### config.mk
export PLATFORM = sky130hd
export DESIGN_NAME = bblur_win
export DESIGN_NICKNAME = d
export VERILOG_FILES = /design/src/rtl/bblur_pkg.sv /design/src/rtl/bblur_win.sv
export SDC_FILE = /design/constraint.sdc
export NUM_CORES = 1
export LEC_CHECK = 0
export BUFFER_PORTS_ARGS = -buffer_cell sky130_fd_sc_hd__buf_2
export CORE_MARGIN = 2
export CORE_UTILIZATION = 59
export DETAILED_ROUTE_END_ITERATION = 16
export GPL_ROUTABILITY_DRIVEN = 1
export PLACE_DENSITY = 0.87
export SKIP_CTS_REPAIR_TIMING = 1
export SLEW_MARGIN = 25
export SYNTH_ARGS = -nofsm -noshare
export SYNTH_HDL_FRONTEND = slang
export SYNTH_SLANG_ARGS = --single-unit
### constraint.sdc
create_clock -name clk -period 7.2 [get_ports clk]
set_input_delay 0.72 -clock clk [delete_from_list [all_inputs] [get_ports clk]]
set_output_delay 0.72 -clock clk [all_outputs]
set_load 0.05 [all_outputs]
### src/rtl/bblur_pkg.sv
package bblur_pkg;

	localparam int MAX_WIDTH  = 1024;
	localparam int MAX_HEIGHT = 1024;
	localparam int PIX_W      = 8;
	localparam int DIM_W      = 11;
	localparam int COL_W      = $clog2(MAX_WIDTH);
	localparam int SUM_W      = PIX_W + 4;
	localparam int CFG_IDX_W  = 2;

	localparam logic [DIM_W-1:0] WIDTH_RESET  = DIM_W'(256);
	localparam logic [DIM_W-1:0] HEIGHT_RESET = DIM_W'(256);

	localparam logic [CFG_IDX_W-1:0] CFG_FRAME_WIDTH  = CFG_IDX_W'(0);
	localparam logic [CFG_IDX_W-1:0] CFG_FRAME_HEIGHT = CFG_IDX_W'(1);

	localparam logic MODE_PIXEL = 1'b0;
	localparam logic MODE_FLUSH = 1'b1;

	typedef struct packed {
		logic             mode;
		logic [PIX_W-1:0] pixel_value;
	} in_t;

	typedef struct packed {
		logic [PIX_W-1:0] blurred_value;
		logic             frame_end;
	} out_t;

	typedef struct packed {
		logic [COL_W-1:0] col;
		logic [PIX_W-1:0] pix;
		logic             first_col;
		logic             emit;
		logic             top;
		logic             bot;
		logic             left;
		logic             right;
		logic             frame_end;
	} tag_t;

endpackage

### src/rtl/bblur_win.sv
module bblur_win (
	input  logic                            clk,
	input  logic                            arst_n,
	input  logic                            enable,
	input  logic                            valid_s1,
	input  bblur_pkg::tag_t                 tag_s1,
	input  logic [bblur_pkg::PIX_W-1:0]     top_rd,
	input  logic [bblur_pkg::PIX_W-1:0]     mid_rd,
	output logic                            out_valid_s2,
	output bblur_pkg::out_t                 out_s2
);

	logic [bblur_pkg::PIX_W-1:0] win_q   [3][3];
	logic [bblur_pkg::PIX_W-1:0] win_nxt [3][3];
	logic [bblur_pkg::SUM_W-1:0] lc      [3];
	logic [bblur_pkg::SUM_W-1:0] cc      [3];
	logic [bblur_pkg::SUM_W-1:0] rc      [3];
	logic [bblur_pkg::SUM_W-1:0] sum;

	always_comb begin
		for (int i = 0; i < 3; i++) begin
			if (tag_s1.first_col) begin
				win_nxt[i][0] = '0;
				win_nxt[i][1] = '0;
			end else begin
				win_nxt[i][0] = win_q[i][1];
				win_nxt[i][1] = win_q[i][2];
			end
		end
		win_nxt[0][2] = top_rd;
		win_nxt[1][2] = mid_rd;
		win_nxt[2][2] = tag_s1.pix;

		// a row start finishes the previous row's last pixel from the old window
		for (int i = 0; i < 3; i++) begin
			if (tag_s1.first_col) begin
				lc[i] = bblur_pkg::SUM_W'(win_q[i][1]);
				cc[i] = bblur_pkg::SUM_W'(win_q[i][2]);
			end else begin
				lc[i] = bblur_pkg::SUM_W'(win_nxt[i][0]);
				cc[i] = bblur_pkg::SUM_W'(win_nxt[i][1]);
			end
			rc[i] = bblur_pkg::SUM_W'(win_nxt[i][2]);
			if (!tag_s1.left) begin
				lc[i] = '0;
			end
			if (!tag_s1.right) begin
				rc[i] = '0;
			end
		end

		sum = (cc[1] << 2) + (lc[1] << 1) + (rc[1] << 1);
		if (tag_s1.top) begin
			sum = sum + (cc[0] << 1) + lc[0] + rc[0];
		end
		if (tag_s1.bot) begin
			sum = sum + (cc[2] << 1) + lc[2] + rc[2];
		end
	end

	always_ff @(posedge clk or negedge arst_n) begin
		if (!arst_n) begin
			for (int i = 0; i < 3; i++) begin
				for (int j = 0; j < 3; j++) begin
					win_q[i][j] <= '0;
				end
			end
			out_valid_s2 <= 1'b0;
		end else if (enable) begin
			if (valid_s1) begin
				win_q <= win_nxt;
			end
			out_valid_s2 <= valid_s1 && tag_s1.emit;
		end
	end

	always_ff @(posedge clk) begin
		if (enable && valid_s1) begin
			out_s2.blurred_value <= sum[bblur_pkg::SUM_W-1:4];
			out_s2.frame_end     <= tag_s1.frame_end;
		end
	end

endmodule

# Word level (Yosys, flattened, before mapping)
# Index checks and enable logic that the tools add are counted.
op_classes:
  n_reduce_logical: 3
  muxes: 17
  add_sub_neg: 8
op_table:
  columns: ["op", "n"]
  rows:
  - ["adder 12 bit", 8]
  - ["2-to-1 mux 8 bit", 10]
  - ["2-to-1 mux 16 bit", 3]
  - ["2-to-1 mux 12 bit", 3]
  - ["2-to-1 mux 11 bit", 1]
  - ["logical AND 1 bit", 2]
  - ["AND reduction 2 bit", 1]
word_totals:
  reg_bits: 58
  out_inout_bits: 10
  word_cells: 37

# Logic depth before layout (Yosys ltp)
depth:
  depth_word: 13
  depth_mapped: 24

# Least setup slack after synthesis
# OpenSTA, ideal clock, no wires.
synth_path:
  path_type: "input to register"
  start: "in tag_s1[1] (netlist name)"
  end: "reg out_s2[6] (netlist name) (data pin)"
  required_ps: 6940
  path_stages: 22
  setup_time_ps: 260
  t_arrival_ps: 5859
  path_slack_ps: 1081
  path_cell_list: "clkbuf_1 nand2_1 fa_1 inv_1 ha_1 nor2b_1 o31a_1 a21oi_1 fa_1 ha_1 a21oi_1 nor2b_1 a311o_1 xor2_1 mux2_2 ha_1 ha_1 ha_1 nand2_1 o31ai_1 xor2_1 mux2_2"
synth_between:
  elab_chain_cells: 10
  word_cells_on_any_way: 12
synth_lines:
  columns: ["item", "line", "rtl"]
  rows:
  - ["start: declaration", "bblur_win.sv:6", "input bblur_pkg::tag_t tag_s1,"]
  - ["2-to-1 mux 8 bit", "bblur_win.sv:47", "if (!tag_s1.right) begin"]
  - ["adder 12 bit", "bblur_win.sv:52", "sum = (cc[1] << 2) + (lc[1] << 1) + (rc[1] << 1);"]
  - ["adder 12 bit (3 in series)", "bblur_win.sv:54", "sum = sum + (cc[0] << 1) + lc[0] + rc[0];"]
  - ["2-to-1 mux 12 bit", "bblur_win.sv:53", "if (tag_s1.top) begin"]
  - ["adder 12 bit (3 in series)", "bblur_win.sv:57", "sum = sum + (cc[2] << 1) + lc[2] + rc[2];"]
  - ["2-to-1 mux 12 bit (*)", "bblur_win.sv:56", "if (tag_s1.bot) begin"]
  - ["net sum, one bit", "bblur_win.sv:18", "logic [bblur_pkg::SUM_W-1:0] sum;"]
  - ["end: declaration", "bblur_win.sv:10", "output bblur_pkg::out_t out_s2"]
# The timed path passes the listed nets; every way through them passes the cells marked *.
# A chain may end at the register's enable or synchronous reset.

# Worst setup path after layout
# Ends and elaborated chain as after synthesis.

==> results_dict.tcl <==
set metrics [dict create \
    status "finished clean" \
    postRouteAntennaNets 0 \
    drtIter0Drc 127 \
    worst_slew_pin_slew_ns 0.632 \
    antenna_found_initial 0 \
    syn_area_sq_mm 0.00457 \
    grt_pass1_wl_um 16300 \
    finalSetupTns_ns 0 \
    cts_max_path_buffers 2 \
    synthCells 492 \
    worst_path_dominant_cell_family "adder cells" \
    synth_seq_area_share_pct 32.7 \
    cp_cell_sequence "buf_2, nand2_1, fa_1, inv_1, ha_1, a211oi_1, o21ai_0, xnor2_1, inv_1, fa_1, ha_1, nor2b_1, a311o_1, xor2_1, mux2_2, ha_1, ha_1, ha_1, nand2_1, o31ai_1, xor2_1, mux2_2" \
    avgSynthCellArea_sq_um 9.29 \
    yosys-top-cells-count "nand2_1, inv_1, dfrtp_1" \
    place_ws_ns 0.405 \
    hold_viol 0 \
    synthesis.nets 608 \
    place_area_sq_mm 0.00485 \
    slowest_stage "fa_1" \
    grt_pass1_vias 3619 \
    drive_above_1_share_pct 15.4 \
    drt-total-wl_um 9300 \
    rsz0062_at_grt "false" \
    dp_hpwl_um 6880 \
    synth_seq_cells 58 \
    rrSetupSlack_ns 1.09 \
    timing.final.crit_share_pct 90.6 \
    vias_per_cell 5.43 \
    setup_viol 0 \
    core_sq_mm 0.00761 \
    ios 55 \
    hold_path.class "in -> async" \
    cts_root_buffer "clkbuf_8" \
    final-max-slew-violation-count 0 \
    cp.required_ns 7.28 \
    synth.most_common_cell "nand2_1" \
    die_area_sq_mm 0.00847 \
    r2r_cells 22 \
    path_depth 22 \
    worst_setup_path_start_kind "primary input" \
    slew_headroom_pct 57.8 \
    grt_max_degree 54 \
    fp.dieH_um 92.0 \
    fin_crit_ns 6.52 \
    fin_total_pwr_mw 2.02 \
    criticalPathCategory "in -> reg" \
    dr_total_vias 3436 \
    clock_latency_ns 0.34 \
    synthDistinctLibCells 46 \
    dr.pass1.iters 4 \
    cp.buffers_inverters 3 \
    synth_ff_type "dfrtp_1" \
    drc 0 \
    grtUsageTotal_pct 24.6 \
    crit_arrival_ns 6.60 \
    rows 32 \
    fin_area_sq_mm 0.00504 \
    numCtsBuffers 9 \
    place.gp.congestion 0.854 \
    wire_per_inst_um 14.7 \
    yosysTopAreaCell "dfrtp_1" \
    io_buffer_count 44 \
    max_cap_viol_count 0 \
    postLayoutSetupSlackWorst_ns 0.680 \
    yosysTopAreaCellShare_pct 26.8 \
    area_growth_pct 10.3 \
    tritoncts "yes" \
    crit_path_start "tag_s1[1]" \
    fin_hold_ws_ns 0.394 \
    synth_warnings 0 \
    r2r_start "win_q[33]$_DFFE_PN0P_" \
    p_leak_nw 2.49 \
    async_flop_share_pct 84.5 \
    h-tree-depth 3 \
    gr-total-overflow 0 \
    antenna_cells 0 \
    path_common_cell "ha_1" \
    clock_sinks 58 \
    max_clock_freq_mhz 153 \
    nets 643 \
    timing.rr.end "out_s2[6]$_DFFE_PP_" \
    p_per_area_mw_per_mm2 401 \
    start_util_pct 60.1 \
    cp-end-kind "flip-flop" \
    crit_end "out_s2[6]$_DFFE_PP_" \
    cp_slowest_stage_delay_ns 0.60 \
    cp_max_fo 24 \
    die_w_um 92.0 \
    clock-skew-final_ns 0.00810 \
    synth_edf_count 9 \
    clk_pin_slew_ns 0.07 \
    vdd_drop_max_v 0.000275 \
    synthTopCellsByArea "dfrtp_1, fa_1, ha_1" \
]
[layout by cell type, fill, tap and decap left out, drive strengths merged, types with 2 or more instances in the layout]
cell / netlist / layout
inv: 70 / 70
o21ai: 35 / 35
nand4: 2 / 2
mux2i: 2 / 2
o21a: 2 / 2
a21oi: 15 / 15
or2: 6 / 6
nand3: 3 / 3
edfxtp: 9 / 9
o31ai: 23 / 23
o31a: 3 / 3
clkbuf: 21 / 12
nor4: 2 / 2
nand2: 96 / 96
nor3: 2 / 2
a21o: 2 / 2
clkinv: 0 / 2
and2: 8 / 8
xnor2: 8 / 8
ha: 35 / 35
xor2: 7 / 7
nor2: 11 / 11
nand2b: 8 / 8
mux2: 13 / 13
o22ai: 2 / 2
a31o: 2 / 2
a211oi: 3 / 3
o211ai: 2 / 2
nor2b: 3 / 3
fa: 36 / 36
dfrtp: 49 / 49
buf: 1 / 46
[metal layers]
| layer | part of all wire [%] | global-route usage (%) | up-vias | wire, um |
|---|---|---|---|---|
| met1 | 43 | 30.2 | 1646 | 3950 |
| met5 | 0 | 0 | - | 0 |
| met3 | 4.8 | 5.51 | 14 | 448 |
| met4 | 1.7 | 7.59 | 0 | 154 |
| met2 | 51 | 43.3 | 85 | 4740 |
| li1 | - | - | 1691 | - |
[registers in the layout (all words and copies together) (netlist names)]
signal / cells
out_s2: 9
win_q: 48
out_valid_s2: 1
[cell families after synthesis]
group / after synthesis / synth area share (%)
buffers and inverters: 92 / 7.72
AND/OR/NAND/NOR: 145 / 14.1
multiplexers: 15 / 3.72
XOR/XNOR: 15 / 2.87
adder cells (fa/ha/maj): 71 / 25.3
AO/OA/AOI/OAI: 96 / 13.5
flip-flops: 58 / 32.7
[metrics by stage]
stage / std cells / utilization, %
after floorplan: 492 / -
after detailed placement: 618 / 63.7
final: 633 / 66.3
after global routing: 633 / 66.3
after global placement: 618 / 63.7
after CTS: 633 / 66.3
[how the worst min path moves through the flow]
stage | endpoint | slack [ns] | depth (start not counted)
floorplan | out_valid_s2$_DFFE_PN0P_ | 0.42 | 0
global placement | win_q[8]$_DFFE_PN0P_ | 0.45 | 2
detailed placement | win_q[32]$_DFFE_PN0P_ | 0.47 | 2
CTS | win_q[56]$_DFFE_PN0P_ | 0.41 | 1
global route | win_q[56]$_DFFE_PN0P_ | 0.44 | 1
finish | win_q[48]$_DFFE_PN0P_ | 0.39 | 1
[power breakdown]
group / switching [mW] / leakage [nW] / internal [mW]
Combinational: 0.732 / 1.68 / 0.552
Sequential: 0.0194 / 0.707 / 0.414
Clock: 0.126 / 0.102 / 0.176
[final cells by class]
class,instances,area (sq um)
Clock buffer,12,155
Clock inverter,3,40.0
Fill cell,606,2560
Inverter,70,263
Multi-Input combinational cell,342,2720
Sequential cell,58,1500
Tap cell,102,128
Timing Repair Buffer,46,238
(Power assumes the default switching activity.)
