**config.mk**
```make
export PLATFORM = sky130hd
export DESIGN_NAME = bblur_ctrl
export DESIGN_NICKNAME = d
export VERILOG_FILES = /design/src/rtl/bblur_pkg.sv /design/src/rtl/bblur_ctrl.sv
export SDC_FILE = /design/constraint.sdc
export NUM_CORES = 1
export LEC_CHECK = 0
export BUFFER_PORTS_ARGS = -buffer_cell sky130_fd_sc_hd__buf_2
export CAP_MARGIN = 10
export CORE_ASPECT_RATIO = 1.75
export CORE_MARGIN = 2
export CORE_UTILIZATION = 60
export CTS_BUF_LIST = sky130_fd_sc_hd__clkbuf_2
export CTS_CLUSTER_DIAMETER = 50
export DETAILED_ROUTE_END_ITERATION = 6
export GPL_TIMING_DRIVEN = 0
export PLACE_DENSITY = 0.83
export SLEW_MARGIN = 20
export SYNTH_ARGS = -nofsm -noshare
export SYNTH_HDL_FRONTEND = slang
export SYNTH_SLANG_ARGS = --single-unit
```
**constraint.sdc**
```tcl
create_clock -name clk -period 7.7 [get_ports clk]
set_clock_uncertainty 0.05 [all_clocks]
set_input_delay 1.155 -clock clk [delete_from_list [all_inputs] [get_ports clk]]
set_output_delay 1.155 -clock clk [all_outputs]
set_load 0.05 [all_outputs]
```
**src/rtl/bblur_pkg.sv**
```systemverilog
package bblur_pkg;

	localparam int MAX_WIDTH  = 1024;
	localparam int MAX_HEIGHT = 1024;
	localparam int PIX_W      = 8;
	localparam int DIM_W      = 11;
	localparam int COL_W      = $clog2(MAX_WIDTH);
	localparam int SUM_W      = PIX_W + 4;
	localparam int CFG_IDX_W  = 2;

	localparam logic [DIM_W-1:0] WIDTH_RESET  = DIM_W'(256);
	localparam logic [DIM_W-1:0] HEIGHT_RESET = DIM_W'(256);

	localparam logic [CFG_IDX_W-1:0] CFG_FRAME_WIDTH  = CFG_IDX_W'(0);
	localparam logic [CFG_IDX_W-1:0] CFG_FRAME_HEIGHT = CFG_IDX_W'(1);

	localparam logic MODE_PIXEL = 1'b0;
	localparam logic MODE_FLUSH = 1'b1;

	typedef struct packed {
		logic             mode;
		logic [PIX_W-1:0] pixel_value;
	} in_t;

	typedef struct packed {
		logic [PIX_W-1:0] blurred_value;
		logic             frame_end;
	} out_t;

	typedef struct packed {
		logic [COL_W-1:0] col;
		logic [PIX_W-1:0] pix;
		logic             first_col;
		logic             emit;
		logic             top;
		logic             bot;
		logic             left;
		logic             right;
		logic             frame_end;
	} tag_t;

endpackage

```
**src/rtl/bblur_ctrl.sv**
```systemverilog
module bblur_ctrl (
	input  logic                                clk,
	input  logic                                arst_n,
	input  logic                                fire,
	input  logic                                enable,
	input  bblur_pkg::in_t                      item,
	input  logic                                cfg_fire,
	input  logic [bblur_pkg::CFG_IDX_W-1:0]     cfg_index,
	input  logic [bblur_pkg::DIM_W-1:0]         cfg_data,
	output logic [bblur_pkg::COL_W-1:0]         rd_addr,
	output logic                                valid_s1,
	output bblur_pkg::tag_t                     tag_s1
);

	logic [bblur_pkg::DIM_W-1:0] fw_q;
	logic [bblur_pkg::DIM_W-1:0] fh_q;
	logic [bblur_pkg::COL_W-1:0] col_q;
	logic [bblur_pkg::DIM_W-1:0] row_q;

	logic [bblur_pkg::DIM_W-1:0] eff_w;
	logic [bblur_pkg::DIM_W-1:0] eff_h;
	logic [bblur_pkg::COL_W-1:0] w_m1;
	logic                        ignore;
	logic                        last_col;
	logic                        take;
	logic                        cfg_hit;
	bblur_pkg::tag_t             tag_d;

	always_comb begin
		if (fw_q == '0) begin
			eff_w = bblur_pkg::DIM_W'(1);
		end else if (int'(fw_q) > bblur_pkg::MAX_WIDTH) begin
			eff_w = bblur_pkg::DIM_W'(bblur_pkg::MAX_WIDTH);
		end else begin
			eff_w = fw_q;
		end
		if (fh_q == '0) begin
			eff_h = bblur_pkg::DIM_W'(1);
		end else if (int'(fh_q) > bblur_pkg::MAX_HEIGHT) begin
			eff_h = bblur_pkg::DIM_W'(bblur_pkg::MAX_HEIGHT);
		end else begin
			eff_h = fh_q;
		end
		w_m1     = bblur_pkg::COL_W'(eff_w - bblur_pkg::DIM_W'(1));
		last_col = (col_q == w_m1);
		ignore   = (row_q < eff_h) && (item.mode == bblur_pkg::MODE_FLUSH);
		take     = fire && !ignore;
		cfg_hit  = cfg_fire && ((cfg_index == bblur_pkg::CFG_FRAME_WIDTH) ||
			(cfg_index == bblur_pkg::CFG_FRAME_HEIGHT));

		tag_d.col       = col_q;
		tag_d.pix       = (row_q >= eff_h) ? '0 : item.pixel_value;
		tag_d.first_col = (col_q == '0);
		tag_d.emit      = (row_q > bblur_pkg::DIM_W'(1)) ||
			((row_q == bblur_pkg::DIM_W'(1)) && !tag_d.first_col);
		tag_d.frame_end = tag_d.first_col && (row_q == eff_h + bblur_pkg::DIM_W'(1));
		if (tag_d.first_col) begin
			tag_d.top   = row_q > bblur_pkg::DIM_W'(2);
			tag_d.bot   = row_q <= eff_h;
			tag_d.left  = eff_w > bblur_pkg::DIM_W'(1);
			tag_d.right = 1'b0;
		end else begin
			tag_d.top   = row_q > bblur_pkg::DIM_W'(1);
			tag_d.bot   = row_q < eff_h;
			tag_d.left  = col_q > bblur_pkg::COL_W'(1);
			tag_d.right = 1'b1;
		end
	end

	assign rd_addr = col_q;

	always_ff @(posedge clk or negedge arst_n) begin
		if (!arst_n) begin
			fw_q     <= bblur_pkg::WIDTH_RESET;
			fh_q     <= bblur_pkg::HEIGHT_RESET;
			col_q    <= '0;
			row_q    <= '0;
			valid_s1 <= 1'b0;
		end else begin
			if (cfg_fire && (cfg_index == bblur_pkg::CFG_FRAME_WIDTH)) begin
				fw_q <= cfg_data;
			end
			if (cfg_fire && (cfg_index == bblur_pkg::CFG_FRAME_HEIGHT)) begin
				fh_q <= cfg_data;
			end
			if (cfg_hit || (take && tag_d.emit && tag_d.frame_end)) begin
				col_q <= '0;
				row_q <= '0;
			end else if (take) begin
				if (last_col) begin
					col_q <= '0;
					row_q <= row_q + bblur_pkg::DIM_W'(1);
				end else begin
					col_q <= col_q + bblur_pkg::COL_W'(1);
				end
			end
			if (enable) begin
				valid_s1 <= take;
			end
		end
	end

	always_ff @(posedge clk) begin
		if (fire) begin
			tag_s1 <= tag_d;
		end
	end

endmodule

```
# ---- Word level (Yosys, flattened, before mapping)
# Index checks and enable logic that the tools add are counted.
dict set report classes {
  add_sub_neg 4
  n_mul 0
  div_mod_pow 0
  order_cmp 9
  n_eq_ne 4
  n_shift 0
  mux 11
  bitwise_logic 0
  reduce_logical 21
}
# operator n
set op_table {}
lappend op_table {{two-way mux 11 bit} 7}
lappend op_table {{two-way mux 10 bit} 3}
lappend op_table {{adder 11 x 1 -> 11 bit (second input constant)} 2}
lappend op_table {{greater-than comparator 11 x 1 -> 1 bit (second input constant)} 2}
lappend op_table {{greater-than comparator 11 bit (second input constant)} 2}
lappend op_table {{logical NOT 11 bit} 2}
lappend op_table {{equality test 11 x 1 -> 1 bit (second input constant)} 1}
lappend op_table {{equality test 11 bit} 1}
lappend op_table {{greater-or-equal comparator 11 bit} 1}
lappend op_table {{greater-than comparator 11 x 2 -> 1 bit (second input constant)} 1}
lappend op_table {{<= comparator 11 bit} 1}
lappend op_table {{< comparator 11 bit} 1}
lappend op_table {{adder 10 x 1 -> 10 bit (second input constant)} 1}
lappend op_table {{equality test 10 bit} 1}
lappend op_table {{greater-than comparator 10 x 1 -> 1 bit (second input constant)} 1}
lappend op_table {{logical NOT 10 bit} 1}
lappend op_table {{subtractor 10 x 1 -> 10 bit (second input constant)} 1}
lappend op_table {{logical AND 1 bit} 9}
lappend op_table {{two-way mux 4 bit} 1}
lappend op_table {{nonzero test 2 bit} 2}
lappend op_table {{logical OR 1 bit} 3}
lappend op_table {{equality test 2 x 1 -> 1 bit (second input constant)} 1}
lappend op_table {{logical NOT 1 bit} 2}
lappend op_table {{logical NOT 2 bit} 1}
lappend op_table {{AND reduction 2 bit} 1}
dict set report word_totals {
  ff_bits 69
  latchBits 0
  mem_bits_rw 0
  rom_bits 0
  inputBits 27
  out_inout_bits 36
  wordCells 63
  memories 0
}

# ---- Longest topological paths before layout
# Gate-level depths: netlist (run 1).
dict set report depth {
  ltp_word 12
  depth_mapped 14
  mapped_depth_nobuf 11
}

# ---- Least setup slack after synthesis (run 1)
# Ideal clock, no wire load.
dict set report synth_path {
  kind {reg2reg}
  startpoint {register fh_q[4] (netlist bit)}
  endpoint {register row_q[3] (netlist bit)}
  setup_ns 0.130
  arrival_time_ns 3.612
  required_ns 7.520
  slack_ns 3.909
  stages_incl_launch_ff 14
  path_buffers 2
  synth_period_minus_slack_ns 3.791
  cell_sequence {dfrtp_1 > buf_2 > nor4_1 > nand3_1 > a21oi_1 > ha_1 > nand4b_1 > or4_1 > a21o_1 > and2_1 > or4b_1 > o31ai_2 > buf_2 > a21oi_1}
}
dict set report synth_via {
  elab_chain_len 12
  word_cells_on_any_way 18
  classes_between {add/sub (1); order compare (2); eq/ne (1); mux (3); reduce/logical (11)}
}
# element line_no
set synth_lines {}
lappend synth_lines {{start: declaration} bblur_ctrl.sv:16} ;# logic [bblur_pkg::DIM_W-1:0] fh_q;
lappend synth_lines {{start signal: assignment} bblur_ctrl.sv:75} ;# fh_q <= bblur_pkg::HEIGHT_RESET;
lappend synth_lines {{start signal: assignment} bblur_ctrl.sv:84} ;# fh_q <= cfg_data;
lappend synth_lines {{greater-than comparator 11 bit} bblur_ctrl.sv:39} ;# end else if (int'(fh_q) > bblur_pkg::MAX_HEIGHT) begin
lappend synth_lines {{two-way mux 11 bit} bblur_ctrl.sv:39}
lappend synth_lines {{two-way mux 11 bit *} bblur_ctrl.sv:37} ;# if (fh_q == '0) begin
lappend synth_lines {{parallel branches: the longest is 9 deep, another holds adder 11 x 1 -> 11 bit} --}
lappend synth_lines {{end signal: assignment} bblur_ctrl.sv:92} ;# row_q <= row_q + bblur_pkg::DIM_W'(1);
lappend synth_lines {{end: declaration} bblur_ctrl.sv:18} ;# logic [bblur_pkg::DIM_W-1:0] row_q;
# Every way passes the cells marked *.
# A chain may end at the register's enable or synchronous reset.

# ---- Worst setup path in the final report (run 1)
dict set report layout_path {
  startpoint {register fw_q[6] (netlist bit)}
  endpoint {register row_q[1] (netlist bit)}
}
dict set report layout_via {
  elab_chain_len 7
  word_cells_on_any_way 8
  classes_between {add/sub (1); order compare (1); eq/ne (1); mux (2); reduce/logical (3)}
}
# element line_no
set layout_lines {}
lappend layout_lines {{start: declaration} bblur_ctrl.sv:15} ;# logic [bblur_pkg::DIM_W-1:0] fw_q;
lappend layout_lines {{start signal: assignment} bblur_ctrl.sv:74} ;# fw_q <= bblur_pkg::WIDTH_RESET;
lappend layout_lines {{start signal: assignment} bblur_ctrl.sv:81} ;# fw_q <= cfg_data;
lappend layout_lines {{greater-than comparator 11 bit} bblur_ctrl.sv:32} ;# end else if (int'(fw_q) > bblur_pkg::MAX_WIDTH) begin
lappend layout_lines {{two-way mux 11 bit} bblur_ctrl.sv:32}
lappend layout_lines {{two-way mux 11 bit *} bblur_ctrl.sv:30} ;# if (fw_q == '0) begin
lappend layout_lines {{subtractor 10 x 1 -> 10 bit *} bblur_ctrl.sv:44} ;# w_m1 = bblur_pkg::COL_W'(eff_w - bblur_pkg::DIM_W'(1));
lappend layout_lines {{equality test 10 bit *} bblur_ctrl.sv:45} ;# last_col = (col_q == w_m1);
lappend layout_lines {{nonzero test 2 bit (no source line) *} --}
lappend layout_lines {{AND reduction 2 bit (no source line) *} --}
# Every way passes the cells marked *; elsewhere a longest branch is shown, timed or not.

==> results of run 1 <==
-- routing by layer --
metal	global-route usage, %	up-vias	routed length, µm
met4	17.03	0	558
met5	0	-	0
met1	32.31	1856	3961
li1	-	1804	-
met2	50.00	187	5765
met3	6.119	48	645
-- path summary, 6_finish.rpt --
check	from	endpoint	slack (ns)	cells past startpoint
setup / recovery	fw_q[6]	row_q[1]	2.99	12
hold / removal	rd_addr[5]	tag_s1[20]	0.45	0
setup reg to reg	fw_q[6]	row_q[1]	2.99	12
hold reg to reg	rd_addr[5]	tag_s1[20]	0.45	0
max in group asynchronous	arst_n	fw_q[6]	6.67	1
min in group asynchronous	arst_n	fw_q[5]	0.52	1
-- metrics by stage --
step / setup slack (ns) / util (%)
floorplan: 3.909 / -
global route: 2.654 / 69.39
global placement: 3.177 / 67.35
CTS: 3.072 / 69.36
finish: 2.990 / 69.39
detailed placement: 3.105 / 67.35
-- sequential cells by signal, indices dropped and copies added, names as in the netlist --
name and cells:
fw_q 11, valid_s1 1, tag_s1 25, rd_addr 10, fh_q 11, row_q 11
-- power breakdown --
part	total, mW	leakage [nW]	internal, mW	switching, mW
clock	0.250	0.0841	0.109	0.141
sequential	0.483	0.808	0.430	0.0533
combinational	0.383	1.23	0.140	0.243
-- worst max-delay path: cells and delay by family, from the launching register on --
kind	cells	cell delay, ns
XOR/XNOR	1	0.16
buffers and inverters	2	0.40
flip-flops	1	0.52
AND/OR/NAND/NOR	4	2.03
adder cells (fa/ha/maj)	1	0.31
AO/OA/AOI/OAI	4	1.14
-- layout by cell type, fill, tap and decap left out, types with 6 or more instances in the layout --
| cell type | n |
|---|---|
| buf_2 | 63 |
| clkbuf_1 | 16 |
| or3_1 | 11 |
| nor4_1 | 12 |
| dfrtp_1 | 42 |
| xnor2_1 | 11 |
| ha_1 | 20 |
| a21oi_2 | 6 |
| and3_1 | 10 |
| nor2b_1 | 9 |
| nand2b_1 | 8 |
| o21ai_0 | 17 |
| nand4_1 | 14 |
| nand2_1 | 18 |
| xor2_1 | 10 |
| and2_1 | 10 |
| nand3_1 | 23 |
| o2111ai_1 | 6 |
| buf_4 | 11 |
| mux2_2 | 20 |
| nor3_1 | 16 |
| clkbuf_2 | 9 |
| inv_1 | 19 |
| a21oi_1 | 14 |
| edfxtp_1 | 25 |
| nor2_1 | 19 |
-- layout make-up --
| cell class | instances | area share (%) |
|---|---|---|
| multi-input cells | 322 | 46.67 |
| flip-flops and latches | 69 | 37.21 |
| repair buffers | 62 | 6.277 |
| plain buffers | 30 | 3.364 |
| well taps | 86 | 2.159 |
| clock inverters | 7 | 1.983 |
| inverters | 19 | 1.431 |
| clock buffers | 9 | 0.9038 |
-- cells by family (layout without fill, tap and decap cells) --
kind of cell	Yosys count	after routing	synth area share [%]
and+or+nand+nor	168	168	21.69
AOI/OAI and AO/OA	90	90	14.75
DFF	69	69	41.96
buffers and inverters	49	127	5.408
xor gates and xnor gates	23	23	5.209
muxes	21	21	5.323
adders and majority gates	20	20	5.663
==> flow_summary.ini, run 1 <==
[clock_network]
ctsResizeCount = 0
clk_latency_ns = 0.56
cts_setup_buffers = 0
cts_root_buffer = clkbuf_2
cts_sinks = 69
cts_tree = built
cts.htree.levels = 3
clock_path_buffers = 2
cts.clk_slew.worst_paths_ns = 0.22
cts_buffers = 9
hold_buffers = 0

[drt]
drt_iter0_drc = 415
drt-pass1-iter-count = 5
wl_mm = 10.93
avgViaCountPerCell = 6.449
drt.antenna.violating_nets = 0
vias = 3895
wire_per_inst_um = 18.10
drc = 0

[grt]
grt_pass1_vias = 3935
grt_max_degree = 45
grt-ovfl-total = 0
antenna_found_initial = 0
grt_pass1_wl_mm = 17.99
grt.total_usage_pct = 29.47

[power_and_ir_drop]
p_per_area_mw_per_mm2 = 224.1
power_leakage_nw = 2.124
vdd_drop_max_v = 0.0001713
power_mw = 1.117

[sta]
clock.fmax_mhz = 212.3
tightest_slew_ns = 1.002
relSlewSlack_pct = 32.60
hold_viol = 0
fin_crit_sh_pct = 61.17
finalMaxSlewViolations = 0
rsz0062_at_grt = false
fin_setup_tns_ns = 0
fin_crit_ns = 4.710
finalSetupViolCount = 0
hold-worst-slack_ns = 0.4522

[yosys]
netlist_top_cells_area = dfrtp_1 24%, edfxtp_1 17%, ha_1 5.7%, mux2_2 5.1%, nand3_1 2.6%
synthCells = 440
async_flop_share_pct = 63.77
synth_edf_count = 25
ys_types = 65
synthesis.area_mm2 = 0.004419
ys_warn_count = 0
synth_top_flop_cell = dfrtp_1
synth_nets = 487
yosys.area.top_type = dfrtp_1
synth_most_common_cell = dfrtp_1
synth-seq-cells = 69
synth_top_cell_area_share_pct = 23.78
synth_commonest_cells = 42 x dfrtp_1, 25 x edfxtp_1, 23 x nand3_1
seq_area_frac_synth_pct = 41.96
avgSynthCellArea_um2 = 10.04

[layout]
regArea_mm2 = 0.001854
fin_nets = 560
finalInstanceArea_mm2 = 0.004984
multi_input_area_mm2 = 0.002326
fillers = 561
syn_to_final_growth_pct = 12.77
drive_above_1_share_pct = 24.52
num_antenna_cells = 0
instances_no_fill = 604

[worst_setup_path]
cp_max_fo = 10
critPathMostFrequentCell = o311ai_0
end_kind = flop
worst_ep_required_time_ns = 8.09
crit_slowest_cell = nor4_1
crit_chain = nor4_1, a32oi_1, ha_1, clkbuf_1, nor3b_1, o311ai_0, xnor2_1, o311ai_0, or4_4, buf_6, nor2_1, a211oi_1
worst_ep_arrival_time_ns = 5.10
startpoint_type = flop
path_class = reg2reg
max_stage_delay_ns = 0.90

[die]
die_area_mm2 = 0.008095
io_pins = 63
die_x_um = 68.88
start_util_pct = 61.53
rows = 41
fp.coreArea_mm2 = 0.007182
die_height_um = 117.5

[placed_design]
gp_congestion = 0.9615
dpl_cell_area_mm2 = 0.004837
dp.cells = 588
port_buffers = 62
dp_hpwl_mm = 8.244

[min_path]
hold_path.class = reg2reg

[run_status]
status = completed

[job]
cap_violations = 0
(Power assumes the default switching activity.)
==> inputs of run 2 (changes only) <==
--- a/config.mk
+++ b/config.mk
@@ -5,16 +5,17 @@
 export SDC_FILE = /design/constraint.sdc
 export NUM_CORES = 1
 export LEC_CHECK = 0
+export ABC_AREA = 1
 export BUFFER_PORTS_ARGS = -buffer_cell sky130_fd_sc_hd__buf_2
 export CAP_MARGIN = 10
 export CORE_ASPECT_RATIO = 1.75
 export CORE_MARGIN = 2
-export CORE_UTILIZATION = 60
+export CORE_UTILIZATION = 54
 export CTS_BUF_LIST = sky130_fd_sc_hd__clkbuf_2
 export CTS_CLUSTER_DIAMETER = 50
 export DETAILED_ROUTE_END_ITERATION = 6
 export GPL_TIMING_DRIVEN = 0
-export PLACE_DENSITY = 0.83
+export PLACE_DENSITY = 0.79
 export SLEW_MARGIN = 20
 export SYNTH_ARGS = -nofsm -noshare
 export SYNTH_HDL_FRONTEND = slang
==> constraint.sdc (replaced) <==
create_clock -name clk -period 4.1 [get_ports clk]
set_clock_uncertainty 0.05 [all_clocks]
set_input_delay 0.615 -clock clk [delete_from_list [all_inputs] [get_ports clk]]
set_output_delay 0.615 -clock clk [all_outputs]
set_load 0.05 [all_outputs]
==> run 2 against run 1 <==
Net effect: the flow now finishes with violations (hold timing); critical path type unchanged; synthesized cell count grew 36%; die area up 16%; critical path depth rose by 9; routed wire length up 0.56%; sequential power increased by 120%; global-route usage decreased by 3.9 points; clock-buffer cell count grew 1; first-iteration DRC count decreased by 37%; register-to-register slack worse by 2.4 ns; synthesized area rose by 5.1%; combinational power rose to 4.0 times the previous value; highest routed layer unchanged; final cell count is 31% higher.
==> flow_summary.ini, run 2 <==
[worst_setup_path]
r2r_start = fh_q[2]
cp_max_fo = 10
critPathMostFrequentCell = nand2_1
end_kind = flop
startpoint_type = flop
crit_slowest_cell = dfrtp_1
path_class = reg2reg
rrSetupSlack_ns = 0.57
max_stage_delay_ns = 0.41
setup.worst_path.start = fh_q[2]
worst_ep_required_time_ns = 4.55
worst_ep_arrival_time_ns = 3.98
crit_chain = buf_6, nor2_2, nand3_2, o21bai_4, buf_6, nand2_1, ha_1, nand2_1, nor2_1, a211oi_1, nand3_1, inv_1, nand2_1, nand2_1, nor2_1, nand3_2, nand2_4, buf_6, nor2_1, nand3_1, nand2_1

[sta]
hold_viol = 2
rsz0062_at_grt = false
fin_setup_tns_ns = 0
fin_crit_sh_pct = 86.22
finalMaxSlewViolations = 0
fin_crit_ns = 3.535
clock.fmax_mhz = 282.9
relSlewSlack_pct = 61.27
hold-worst-slack_ns = -0.005060
finalSetupViolCount = 0
tightest_slew_ns = 0.5734

[yosys]
synth_top_cell_area_share_pct = 22.64
synthCells = 598
netlist_top_cells_area = dfrtp_1 23%, edfxtp_1 16%, nand2_1 12%, nor2_1 6.7%, nand3_1 6.5%
synth_top_family_by_area = simple AND/OR/NAND/NOR gates
synth-xor-area-share_pct = 4.635
ys_warn_count = 0
synthesis.area_mm2 = 0.004643
synth_edf_count = 25
synth_top_flop_cell = dfrtp_1
avgSynthCellArea_um2 = 7.765
synth_most_common_cell = nand2_1
seq_area_frac_synth_pct = 39.94
synth_commonest_cells = 149 x nand2_1, 83 x nor2_1, 62 x inv_1
ys_types = 41
synth_mux_area_share_pct = 1.455
synth_nets = 645
synthAdderAreaFrac_pct = 5.389
synth-simple-area-share_pct = 32.58
synth-seq-cells = 69
synth_compound_area_share_pct = 6.629
yosys.area.top_type = dfrtp_1
async_flop_share_pct = 63.77

[clock_network]
cts_root_buffer = clkbuf_2
cts_sinks = 69
cts.clk_slew.worst_paths_ns = 0.18
ctsResizeCount = 0
cts_buffers = 9
cts.htree.levels = 3
hold_buffers = 0
cts_setup_buffers = 0
clock_path_buffers = 2
clk_latency_ns = 0.54
cts_tree = built

[grt]
grt.total_usage_pct = 25.60
antenna_found_initial = 1
grt-ovfl-total = 0
grt_max_degree = 45
grt_pass1_wl_mm = 18.34
grt_pass1_vias = 4140

[min_path]
hold_path.class = in2async

[placed_design]
dpl_cell_area_mm2 = 0.005097
gp_congestion = 0.9429
dp.cells = 775
port_buffers = 62
dp_hpwl_mm = 8.727

[layout]
fin_nets = 718
instances_no_fill = 792
drive_above_1_share_pct = 19.23
mostFrequentLayoutCell = nand2_1
regMostFlops = tag_s1
syn_to_final_growth_pct = 11.61
finalInstanceArea_mm2 = 0.005182
largest_register_ffs = 25
mostFrequentLayoutCells = 149 x nand2_1, 83 x nor2_1, 62 x inv_1

[drt]
avgViaCountPerCell = 5.335
drc = 0
drt_iter0_drc = 260
drt.antenna.violating_nets = 0
vias = 4225
drt-pass1-iter-count = 6
wire_per_inst_um = 13.88
wl_mm = 10.99

[power_and_ir_drop]
clkPwrFrac_pct = 10.6
vdd_drop_max_v = 0.0002313
seqPwrFrac_pct = 36.9
power_leakage_nw = 2.557
power.internal_mw = 1.476
switchingPower_mw = 1.461
swShare_pct = 49.75
p_per_area_mw_per_mm2 = 566.8
comb_power_share_pct = 52.5

[die]
die_area_mm2 = 0.009385
die_height_um = 126.7
rows = 44
io_pins = 63
fp.coreArea_mm2 = 0.008313
start_util_pct = 55.85
die_x_um = 74.10

[run_status]
status = complete, but fails checks
violations = hold timing

[job]
cap_violations = 0
[run 2: changes by cell type after synthesis, sizes merged, moves of 11 or more]
cell | previous run | this run
nor3 | 16 | 5
o21ai | 17 | 35
nor2 | 19 | 87
nand2 | 18 | 155
inv | 19 | 65
or3 | 11 | 0
nand3 | 23 | 67
mux2 | 20 | 6
[run 2: layout make-up]
class                   instances  area [µm²]
diodes                          1       2.502
plain buffers                  26       183.9
clock buffers                  10       50.05
clock inverters                 6       30.03
fillers                       776        3131
inverters                      67       251.5
multi-input cells             436        2354
flip-flops and latches         69        1854
well taps                     115       143.9
repair buffers                 62       312.8
[run 2: final timing paths]
kind,endpoint,cells past startpoint
min in group clk,valid_s1,2
max in group asynchronous,rd_addr[9],1
max,row_q[10],21
min reg2reg,fh_q[6],2
min,fw_q[2],1
max reg2reg,row_q[10],21
[run 2: cell families after synthesis]
kind of cell,Yosys count
xor+xnor,23
simple gates,334
compound gates,53
fa+ha+maj,20
mux,6
buf+inv,93
flops,69
[run 2: per-layer routing]
layer	up-vias	track usage, %	wire (µm)
met3	51	4.448	574
met5	-	0	0
met2	165	43.80	5631
li1	2080	-	-
met1	1929	27.52	4058
met4	0	17.75	728
[run 2: power groups by stage]
stage | Clock [mW] | Combinational (mW) | Sequential (mW)
after CTS | 0.321 | 1.54 | 1.08
after global placement | 0 | 1.49 | 1.09
after global routing | 0.355 | 1.72 | 1.11
after floorplan | 0 | 0.947 | 1.30
after detailed placement | 0 | 1.53 | 1.10
final | 0.311 | 1.54 | 1.08
[run 2: metrics by stage]
stage / util, % / power (mW) / worst slack, ns
after global routing: 62.34 / 3.186 / 0.4064
after CTS: 62.28 / 2.943 / 0.5664
final: 62.34 / 2.937 / 0.5651
after detailed placement: 61.32 / 2.629 / 0.6044
after floorplan: - / 2.251 / 1.292
after global placement: 61.32 / 2.583 / 0.6525
[run 2: critical path, delay by kind of cell (launching register included)]
family          cells  cell delay [ns]
simple gates       14             1.60
compound gates      2             0.54
flops               1             0.41
fa+ha+maj           1             0.29
buf+inv             4             0.62
